**config.mk**
```make
export PLATFORM = sky130hd
export DESIGN_NAME = clr_unit
export DESIGN_NICKNAME = d
export VERILOG_FILES = /design/src/rtl/clr_pkg.sv /design/src/rtl/clr_unit.sv
export SDC_FILE = /design/constraint.sdc
export NUM_CORES = 1
export LEC_CHECK = 0
export ABC_AREA = 1
export BUFFER_PORTS_ARGS = -buffer_cell sky130_fd_sc_hd__clkbuf_2
export CAP_MARGIN = 20
export CORE_MARGIN = 5
export CORE_UTILIZATION = 54
export DETAILED_ROUTE_END_ITERATION = 8
export MAX_ROUTING_LAYER = met4
export PLACE_DENSITY = 0.77
export SLEW_MARGIN = 20
export SYNTH_ARGS = -nofsm -noshare
export SYNTH_HDL_FRONTEND = slang
export SYNTH_SLANG_ARGS = --single-unit
```
**constraint.sdc**
```tcl
create_clock -name clk_i -period 2.7 [get_ports clk_i]
set_input_delay 0.405 -clock clk_i [delete_from_list [all_inputs] [get_ports clk_i]]
set_output_delay 0.405 -clock clk_i [all_outputs]
set_load 0.1 [all_outputs]
```
**src/rtl/clr_pkg.sv**
```systemverilog
// Shared constants, types and arithmetic helpers of the chain length relaxation block.
// Used by the channel interfaces, the store, the shared unit and the top level.
package clr_pkg;

  localparam int MAX_POINTS = 64;
  localparam int IDX_W      = $clog2(MAX_POINTS);
  localparam int CNT_W      = IDX_W + 1;
  localparam int COORD_W    = 32;
  localparam int REST_W     = 31;
  localparam int ITER_W     = 14;
  localparam int CFG_IDX_W  = 3;
  localparam int CFG_DATA_W = 16;

  typedef enum logic [CFG_IDX_W-1:0] {
    REG_SINGLE_NODE = 3'd0,
    REG_NODE_SELECT = 3'd1,
    REG_STEP_SIZE   = 3'd2,
    REG_TOLERANCE   = 3'd3,
    REG_ANCHOR_WGT  = 3'd4,
    REG_ITER_LIMIT  = 3'd5
  } cfg_reg_e;

  typedef struct packed {
    logic             we_pos;
    logic             we_ref;
    logic [IDX_W-1:0] waddr;
    logic [IDX_W-1:0] raddr;
    logic [IDX_W-1:0] rest_raddr;
  } st_req_t;

  typedef struct packed {
    logic start;
    logic root;
  } unit_req_t;

  function automatic logic signed [31:0] sat32_33(input logic signed [32:0] v);
    if (v[32] != v[31]) begin
      return v[32] ? 32'sh8000_0000 : 32'sh7FFF_FFFF;
    end
    return v[31:0];
  endfunction

  function automatic logic signed [31:0] sat32_40(input logic signed [39:0] v);
    if ((v[39:31] != 9'h000) && (v[39:31] != 9'h1FF)) begin
      return v[39] ? 32'sh8000_0000 : 32'sh7FFF_FFFF;
    end
    return v[31:0];
  endfunction

  // Product scaled down by 2^16, truncated toward zero.
  function automatic logic signed [47:0] mulq(input logic signed [63:0] p);
    logic signed [63:0] t;
    t = p + (p[63] ? 64'sd65535 : 64'sd0);
    return t[63:16];
  endfunction

endpackage

```
**src/rtl/clr_unit.sv**
```systemverilog
// Shared shift-subtract unit: 32-step integer square root or 32-bit quotient division.
// Depends on clr_pkg.
module clr_unit import clr_pkg::*; (
  input  logic        clk_i,
  input  logic        rst_ni,
  input  unit_req_t   req_i,
  input  logic [63:0] num_i,
  input  logic [31:0] den_i,
  output logic        done_o,
  output logic [31:0] res_o
);

  logic        busy_q, root_q, done_q;
  logic [4:0]  cnt_q;
  logic [33:0] rem_q;
  logic [63:0] acc_q;
  logic [31:0] den_q, res_q;
  logic [35:0] w, s, wn;
  logic        ge;

  always_comb begin
    w  = root_q ? {rem_q, acc_q[63:62]} : {1'b0, rem_q, acc_q[63]};
    s  = root_q ? {2'b00, res_q, 2'b01} : {4'b0000, den_q};
    ge = (w >= s);
    wn = ge ? (w - s) : w;
  end

  always_ff @(posedge clk_i or negedge rst_ni) begin
    if (!rst_ni) begin
      busy_q <= 1'b0;
      root_q <= 1'b0;
      done_q <= 1'b0;
      cnt_q  <= '0;
      rem_q  <= '0;
      acc_q  <= '0;
      den_q  <= '0;
      res_q  <= '0;
    end else begin
      done_q <= 1'b0;
      if (req_i.start) begin
        busy_q <= 1'b1;
        root_q <= req_i.root;
        cnt_q  <= '0;
        den_q  <= den_i;
        res_q  <= '0;
        if (req_i.root) begin
          rem_q <= '0;
          acc_q <= num_i;
        end else begin
          rem_q <= {2'b00, num_i[63:32]};
          acc_q <= {num_i[31:0], 32'h0};
        end
      end else if (busy_q) begin
        rem_q <= wn[33:0];
        res_q <= {res_q[30:0], ge};
        acc_q <= root_q ? {acc_q[61:0], 2'b00} : {acc_q[62:0], 1'b0};
        cnt_q <= cnt_q + 5'd1;
        if (cnt_q == 5'd31) begin
          busy_q <= 1'b0;
          done_q <= 1'b1;
        end
      end
    end
  end

  assign done_o = done_q;
  assign res_o  = res_q;

endmodule

```
==> results of run 1 <==
-- registers in the layout, summed over array words and instances (netlist names) --
name    cells
acc_q      64
rem_q      34
den_q      32
res_o      32
cnt_q       5
busy_q      1
done_o      1
root_q      1
-- worst reg2reg max path, cell delays in order (launching register included) --
cell	delay, ns
dfrtp_2	0.46
buf_4	0.17
buf_12	0.15
buf_12	0.14
o21ai_2	0.21
inv_2	0.08
ha_4	0.27
nand2_4	0.08
inv_1	0.04
nand2_1	0.06
and2_4	0.14
nand2_2	0.06
nand2_2	0.08
nand3_4	0.09
nor2_8	0.30
nand2_4	0.15
buf_4	0.17
nand2_1	0.08
nand3_2	0.10
a21oi_2	0.19
-- cell families after synthesis --
| family | after synthesis | synth area share (%) |
|---|---|---|
| flops | 170 | 35.7 |
| fa+ha+maj | 37 | 3.95 |
| xor+xnor | 15 | 1.10 |
| buf+inv | 347 | 11.6 |
| mux | 1 | 0.0839 |
| simple gates | 851 | 30.5 |
| compound gates | 325 | 17.1 |
-- layout make-up --
cell class / count / area (um2) / share of cell area [%]
multi-input combinational: 1231 / 7160 / 44.5
sequential: 170 / 4290 / 26.6
timing repair buffer: 357 / 2710 / 16.8
inverter: 260 / 988 / 6.13
clock buffer: 18 / 429 / 2.66
tap: 280 / 350 / 2.17
clock inverter: 14 / 175 / 1.09
-- metrics by stage --
step           cell area [um2]  hold WS, ns
2_1_floorplan            12100        0.109
3_5_place_dp             14100        0.454
6_report                 16100        0.154
3_3_place_gp             14100        0.446
4_1_cts                  15900        0.153
5_1_grt                  16100        0.167
-- cell usage after synthesis (all sizes together) (3+ instances only) --
cell type / n / area (um2)
nor2: 110 / 457
or2: 29 / 181
a21oi: 92 / 554
ha: 36 / 450
nand3b: 12 / 90.1
o21ai: 113 / 569
buf: 35 / 211
dfrtp: 170 / 4250
xnor2: 14 / 123
o22ai: 37 / 231
o21bai: 3 / 26.3
a22oi: 19 / 143
a221oi: 30 / 263
a41oi: 17 / 149
inv: 260 / 976
nand3: 88 / 518
nand4: 3 / 18.8
a31oi: 10 / 62.6
nor3: 5 / 30.0
and2: 3 / 18.8
nand2: 600 / 2320
clkbuf: 52 / 195
-- repair_timing --
action                                  4_1_cts  5_1_grt
pin swaps                                    18       11
setup buffers                                41        6
gates resized for setup                     198       55
cloned                                        9        0
endpoints found under the setup margin       35       35
hold buffers                                  1        0
hold endpoints to repair                     24        0
-- report_power, final --
group	total, mW	internal [mW]	switching, mW
combinational	9.95	4.47	5.48
sequential	3.33	2.97	0.368
clock	2.54	1.26	1.28
-- metal layers --
layer | GRT usage, % | vias up | part of all wire (%)
met5 | - | - | 0
met4 | 13.6 | 0 | 3.9
met3 | 5.11 | 145 | 8.6
met2 | 51.5 | 692 | 47
met1 | 43.2 | 6057 | 41
li1 | - | 6188 | -
-- how the worst min path moves through the flow --
stage | cells after the start | slack [ns] | from | endpoint
global placement | 1 | 0.45 | rst_ni | den_q[10]
detailed placement | 1 | 0.45 | rst_ni | res_o[7]
CTS | 3 | 0.15 | den_i[28] | den_q[28]
global route | 3 | 0.17 | den_i[31] | den_q[31]
finish | 3 | 0.15 | den_i[28] | den_q[28]
floorplan | 0 | 0.11 | rst_ni | acc_q[0]
==> flow_metrics.tcl, run 1 <==
set metrics [dict create \
    n_fill_cell 1602 \
    die_x_um 159 \
    grt_setup_unrepaired "yes" \
    hold_viol 0 \
    cp-endpoint "rem_q[15]" \
    layout-drive-gt1-share_pct 33.8 \
    clk_pin_slew_ns 0.08 \
    hold_class "input port to register" \
    slowest_stage "dfrtp_2" \
    vias 13082 \
    fp.coreArea_mm2 0.0218 \
    cp_max_fo 13 \
    utilization_pct 74.1 \
    nets 2174 \
    worst_ep_required_time_ns 3.07 \
    drc 0 \
    postRouteAntennaNets 0 \
    cp.depth 19 \
    max_stage_delay_ns 0.46 \
    worstPathCellList "buf_4 > buf_12 > buf_12 > o21ai_2 > inv_2 > ha_4 > nand2_4 > inv_1 > nand2_1 > and2_4 > nand2_2 > nand2_2 > nand3_4 > nor2_8 > nand2_4 > buf_4 > nand2_1 > nand3_2 > a21oi_2" \
    max_cap_violations 0 \
    timing_worst_setup_path_type "register to register" \
    ir_drop_v 0.000624 \
    synthCells 1746 \
    dr.pass1.iters 6 \
    antenna_found_initial 0 \
    grt-ovfl-total 0 \
    cts_buffers 17 \
    seq_area_frac_synth_pct 35.7 \
    worst_pin_slew_ns 0.840 \
    drt_wl_total_um 40600 \
    ys_seq_elements 170 \
    status "finished with violations" \
    cts.htree.levels 4 \
    grt_pass1_vias 12760 \
    max_freq_mhz 323 \
    ys_types 48 \
    track_usage_pct 33.0 \
    synth_ff_type "dfrtp_1" \
    r2r-end "rem_q[15]" \
    drtIter0Drc 1185 \
    start_util_pct 54.8 \
    async_flop_share_pct 100 \
    end_kind "register" \
    avgSynthCellArea_um2 6.83 \
    dieArea_mm2 0.0252 \
    port_buffers 132 \
    slew_headroom_pct 44.0 \
    period_needed_ns 3.09 \
    fin_skew_ns 0.0149 \
    row_count 54 \
    total_power_mw 15.8 \
    die_h_um 159 \
    cts.sinks 170 \
    arrival_ns 3.47 \
    path_buf_inv 6 \
    syn_area_mm2 0.0119 \
    slew_violations 0 \
    stdcell_count 2330 \
    yosysWarnings 0 \
    worstSetupStartpointType "register" \
    area_delta_synth_final_pct 35.1 \
    clock_latency_ns 0.45 \
    reg2reg_from "root_q" \
    grt_max_degree 69 \
    wl_per_cell_um 17.4 \
    layout_commonest_cell "nand2_1" \
    synth_enable_flop_cells 0 \
    antenna_cells 0 \
    cts_max_path_buffers 2 \
    final_cell_mix "nand2_1 (539), inv_1 (226), buf_4 (192), dfrtp_1 (139), clkbuf_2 (131)" \
    power_density_mw_per_mm2 982 \
    crit_start "root_q" \
    synth_nets 1883 \
    leakage_nw 8.36 \
    grt_pass1_wl_um 64300 \
    hpwlAfterDp_um 26700 \
    root_buffer "clkbuf_16" \
    path_delay_family "simple AND/OR/NAND/NOR gates" \
    cts_tree "yes" \
    dp_slack_ns -0.381 \
    setup_tns_ns -10.16 \
    gp_congestion 0.990 \
    reg2reg_depth 19 \
    finalSetupViolations 35 \
    violations "setup timing" \
    rrSetupSlack_ns -0.39 \
    dp.cells 2242 \
    timing.final.ws_setup_ns -0.393 \
    fin_crit_sh_pct 115 \
    num_io_pins 133 \
    vias_per_cell 5.61 \
]
(Power assumes the default switching activity.)
==> run 2, diff against run 1 <==
Settings changed: CELL_PAD_IN_SITES_DETAIL_PLACEMENT from default to 0, CELL_PAD_IN_SITES_GLOBAL_PLACEMENT from default to 1, CORE_UTILIZATION 54 to 39, PLACE_DENSITY 0.77 to default, PLACE_DENSITY_LB_ADDON from default to 0.1.
==> flow_metrics.tcl, run 2 (synthesis gave the netlist of run 1 again) <==
set metrics [dict create \
    period_needed_ns 3.02 \
    crit_top_cell "nand2_1" \
    antenna_cells 0 \
    clock_latency_ns 0.46 \
    cts.htree.levels 4 \
    timing.final.ws_setup_ns -0.316 \
    die_h_um 185 \
    slowest_stage "dfrtp_2" \
    final_cell_area_mm2 0.0154 \
    row_count 64 \
    grt_max_degree 65 \
    worstSetupStartpointType "register" \
    cts_tree "yes" \
    multi_input_area_mm2 0.00683 \
    track_usage_pct 23.7 \
    drtIter0Drc 776 \
    antenna_found_initial 0 \
    utilization_pct 50.7 \
    vias 11957 \
    grt_setup_unrepaired "yes" \
    grt-ovfl-total 0 \
    fin_crit_sh_pct 112 \
    cp_max_fo 10 \
    violations "setup timing" \
    hpwlAfterDp_um 29000 \
    status "finished with violations" \
    cp-endpoint "rem_q[33]" \
    cp.depth 21 \
    reg_top3 "acc_q (64), rem_q (34)" \
    drc 0 \
    start_util_pct 39.3 \
    dieArea_mm2 0.0342 \
    cts.sinks 170 \
    end_kind "register" \
    layout_commonest_cell "nand2_1" \
    reg2reg_from "root_q" \
    drt_wl_total_um 38900 \
    cts_max_path_buffers 2 \
    worst_ep_required_time_ns 3.05 \
    path_buf_inv 5 \
    finalSetupViolations 35 \
    worst_pin_slew_ns 0.670 \
    dp_slack_ns -0.380 \
    path_delay_family "simple AND/OR/NAND/NOR gates" \
    ir_drop_v 0.000576 \
    max_stage_delay_ns 0.39 \
    reg2reg_depth 21 \
    power_density_mw_per_mm2 932 \
    layout-drive-gt1-share_pct 28.4 \
    hold_viol 0 \
    leakage_nw 8.00 \
    die_x_um 185 \
    root_buffer "clkbuf_16" \
    rrSetupSlack_ns -0.32 \
    seq_area_mm2 0.00429 \
    max_cap_violations 0 \
    final_cell_mix "nand2_1 (560), inv_1 (245), buf_4 (164), dfrtp_1 (139), clkbuf_2 (131)" \
    slew_violations 0 \
    vias_per_cell 4.98 \
    hold_class "input port to register" \
    grt_pass1_vias 11966 \
    clk_pin_slew_ns 0.08 \
    worstPathCellList "clkinvlp_4 > buf_4 > or2_2 > o21ai_1 > inv_2 > ha_4 > nand2_1 > nand2_1 > nand2_1 > nand2_1 > nand2_1 > nand2_1 > nand2_2 > nand3_4 > nor2_8 > buf_4 > nand2_8 > o21ai_0 > inv_1 > nand2_1 > nand2_1" \
    largest_reg_flops 64 \
    gp_congestion 0.894 \
    grt_pass1_wl_um 62900 \
    num_io_pins 133 \
    wl_per_cell_um 16.2 \
    slew_headroom_pct 55.3 \
    timing_worst_setup_path_type "register to register" \
    nets 2130 \
    max_freq_mhz 332 \
    r2r-end "rem_q[33]" \
    area_delta_synth_final_pct 29.1 \
    fin_skew_ns 0.0147 \
    postRouteAntennaNets 0 \
    dpl_cell_area_mm2 0.0143 \
    port_buffers 132 \
    crit_start "root_q" \
    fp.coreArea_mm2 0.0303 \
    arrival_ns 3.36 \
    largest-register "acc_q" \
    dr.pass1.iters 5 \
    cts_buffers 17 \
    n_fill_cell 3141 \
]
[run 2: worst min-delay path by stage]
| stage | slack, ns | startpoint | end | cells past startpoint |
|---|---|---|---|---|
| global placement | 0.33 | rst_ni | den_q[7] | 1 |
| finish | 0.15 | den_i[3] | den_q[3] | 3 |
| CTS | 0.13 | den_i[29] | den_q[29] | 3 |
| floorplan | 0.11 | rst_ni | acc_q[0] | 0 |
| global route | 0.14 | den_i[4] | den_q[4] | 3 |
| detailed placement | 0.33 | rst_ni | res_o[5] | 1 |
[run 2: timing repair]
action,in CTS,in global routing
cloned,2,1
setup buffers,0,4
setup endpoints to repair,35,35
hold endpoints to repair,27,0
gates resized for setup,52,79
hold buffers,1,0
pin swaps,4,8
[run 2: per-layer routing]
layer,share of wire (%),vias up,GRT usage (%)
met1,50,5614,33.4
li1,-,6089,-
met3,4.2,24,3.77
met4,0.86,0,3.70
met2,45,230,37.0
met5,0,-,-
[run 2: layout make-up]
class / count / area share, %
clock buffers: 18 / 2.85
flip-flops and latches: 170 / 27.9
clock inverters: 14 / 1.15
repair buffers: 312 / 14.1
well taps: 396 / 3.22
inverters: 260 / 6.38
multi-input cells: 1232 / 44.4
[run 2: power by group]
part	switching, mW	internal [mW]	total [mW]
logic	4.75	3.68	8.43
registers	0.310	2.97	3.28
clock network	1.21	1.43	2.64
[run 2: stage by stage]
stage	power [mW]	hold slack, ns	instances	setup TNS [ns]
2_1_floorplan	8.00	0.109	1746	0
3_3_place_gp	10.9	0.325	2362	-10.93
3_5_place_dp	10.9	0.326	2362	-10.55
4_1_cts	13.9	0.132	2397	-6.90
5_1_grt	15.5	0.143	2402	-15.22
6_report	14.3	0.146	2402	-9.18
[run 2: worst reg2reg max path: cells and delay by family, from the launching register on]
kind | cells | cell delay [ns]
AOI/OAI and AO/OA | 2 | 0.30
adders and majority gates | 1 | 0.27
buffers and inverters | 5 | 0.70
DFF | 1 | 0.39
and+or+nand+nor | 13 | 1.25
==> run 3, diff against run 2 <==
Settings changed: CTS_BUF_LIST from default to sky130_fd_sc_hd__clkbuf_16.
==> flow_metrics.tcl, run 3 (synthesis gave the netlist of run 1 again) <==
set metrics [dict create \
    p_clk_share_pct 17.6 \
    reg2reg_depth 19 \
    finalSetupViolations 35 \
    nets 2146 \
    violations "setup timing" \
    grt_pass1_wl_um 62900 \
    vias 12052 \
    end_kind "register" \
    p_comb_share_pct 60.1 \
    fin_skew_ns 0.0172 \
    grt-ovfl-total 0 \
    worstSetupStartpointType "register" \
    final_cell_area_mm2 0.0159 \
    hold_path_depth 3 \
    grt_pass1_vias 11964 \
    clock_latency_ns 0.46 \
    hold_class "input port to register" \
    antenna_found_initial 0 \
    reg2reg_from "root_q" \
    cts.htree.levels 4 \
    status "finished with violations" \
    dieArea_mm2 0.0342 \
    grt_max_degree 65 \
    clk_pin_slew_ns 0.08 \
    wl_per_cell_um 16.3 \
    track_usage_pct 23.7 \
    grt_setup_unrepaired "yes" \
    start_util_pct 39.3 \
    vias_per_cell 4.98 \
    die_h_um 185 \
    hpwlAfterDp_um 29000 \
    leakage_nw 8.14 \
    hp-start "den_i[3]" \
    die_x_um 185 \
    largest-register "acc_q" \
    area_delta_synth_final_pct 32.9 \
    timing.hold.ws_ns 0.149 \
    timing.final.ws_setup_ns -0.278 \
    hold_viol 0 \
    p_switching_mw 6.51 \
    num_io_pins 133 \
    worst_pin_slew_ns 0.668 \
    fp.coreArea_mm2 0.0303 \
    fin_crit_sh_pct 110 \
    dpl_cell_area_mm2 0.0143 \
    n_fill_cell 3077 \
    port_buffers 132 \
    r2r-end "rem_q[32]" \
    gp_congestion 0.894 \
    arrival_ns 3.31 \
    final_cell_mix "nand2_1 (548), inv_1 (231), buf_4 (164), dfrtp_1 (139), clkbuf_2 (131)" \
    power_density_mw_per_mm2 934 \
    antenna_cells 0 \
    cts_tree "yes" \
    root_buffer "clkbuf_16" \
    p_int_mw 8.30 \
    dr.pass1.iters 5 \
    max_cap_violations 0 \
    postRouteAntennaNets 0 \
    utilization_pct 52.2 \
    timing_worst_setup_path_type "register to register" \
    worst_ep_required_time_ns 3.04 \
    slew_headroom_pct 55.4 \
    ir_drop_v 0.000584 \
    drc 0 \
    holdPathEnd "den_q[3]" \
    reg_top3 "acc_q (64), rem_q (34)" \
    cts.sinks 170 \
    period_needed_ns 2.98 \
    layout_commonest_cell "nand2_1" \
    layout-drive-gt1-share_pct 31.3 \
    drtIter0Drc 781 \
    cts_buffers 17 \
    switching_share_pct 43.9 \
    total_power_mw 14.8 \
    p_seq_share_pct 22.2 \
    dp_slack_ns -0.380 \
    drt_wl_total_um 39400 \
    cp_max_fo 5 \
    cts_max_path_buffers 2 \
    row_count 64 \
    rrSetupSlack_ns -0.28 \
    max_freq_mhz 336 \
    largest_reg_flops 64 \
    slew_violations 0 \
]
[run 3: cell count changes in the layout (fill, tap and decap cells not counted), moves of 11 or more]
cell     delta
o21ai_0    -11
nand2_1    -12
inv_1      -14
inv_2      +13
[run 3: repair_timing]
action,in CTS,in global routing
endpoints found under the setup margin,35,35
hold buffers,1,0
cloned,2,5
pin swaps,4,17
buffers inserted,0,17
hold endpoints to repair,27,0
gates resized for setup,52,161
[run 3: worst max-delay path by stage]
stage | start | end | slack [ns]
global route | root_q | rem_q[29] | -0.43
CTS | root_q | rem_q[6] | -0.23
detailed placement | root_q | rem_q[32] | -0.38
floorplan | root_q | rem_q[26] | 0.001
finish | root_q | rem_q[32] | -0.28
global placement | root_q | rem_q[33] | -0.39
[run 3: area by class of cell]
| cell class | instances | area, um2 | share of cell area, % |
|---|---|---|---|
| clock buffer | 17 | 425 | 2.68 |
| clock inverter | 15 | 181 | 1.14 |
| inverter | 260 | 985 | 6.21 |
| multi-input combinational | 1235 | 7110 | 44.8 |
| sequential | 170 | 4290 | 27.1 |
| tap | 396 | 495 | 3.13 |
| timing repair buffer | 325 | 2360 | 14.9 |
[run 3: metrics by stage]
| step | TNS [ns] | cells |
|---|---|---|
| after global placement | -10.93 | 2362 |
| after CTS | -6.90 | 2397 |
| after floorplan | 0 | 1746 |
| final | -8.25 | 2418 |
| after global routing | -13.28 | 2418 |
| after detailed placement | -10.55 | 2362 |
[run 3: worst max-delay path: stages, from the launching register on]
cell and delay (ns):
dfrtp_2 0.40, clkinvlp_4 0.17, buf_6 0.17, buf_6 0.10, or2_2 0.27, o21ai_2 0.08
inv_2 0.06, ha_4 0.26, a21oi_1 0.19, and2_4 0.20, nand2_2 0.08, nand2_2 0.08
nand3_4 0.09, nor2_8 0.20, buf_6 0.17, nand2_8 0.08, inv_4 0.07, nand2_1 0.04
nand3_1 0.07, o21ai_1 0.07
[run 3: power by group through the flow]
stage / clock network, mW / registers [mW] / logic [mW]
global route: 2.77 / 3.34 / 9.82
finish: 2.61 / 3.29 / 8.91
CTS: 2.66 / 3.25 / 7.97
global placement: 0 / 3.29 / 7.62
floorplan: 0 / 3.30 / 4.70
detailed placement: 0 / 3.29 / 7.62
[run 3: metal layers]
layer / wire, um / global-route usage [%]
met5: 0 / -
met4: 286 / 3.70
met3: 1700 / 3.75
met2: 18100 / 37.0
met1: 19300 / 33.5
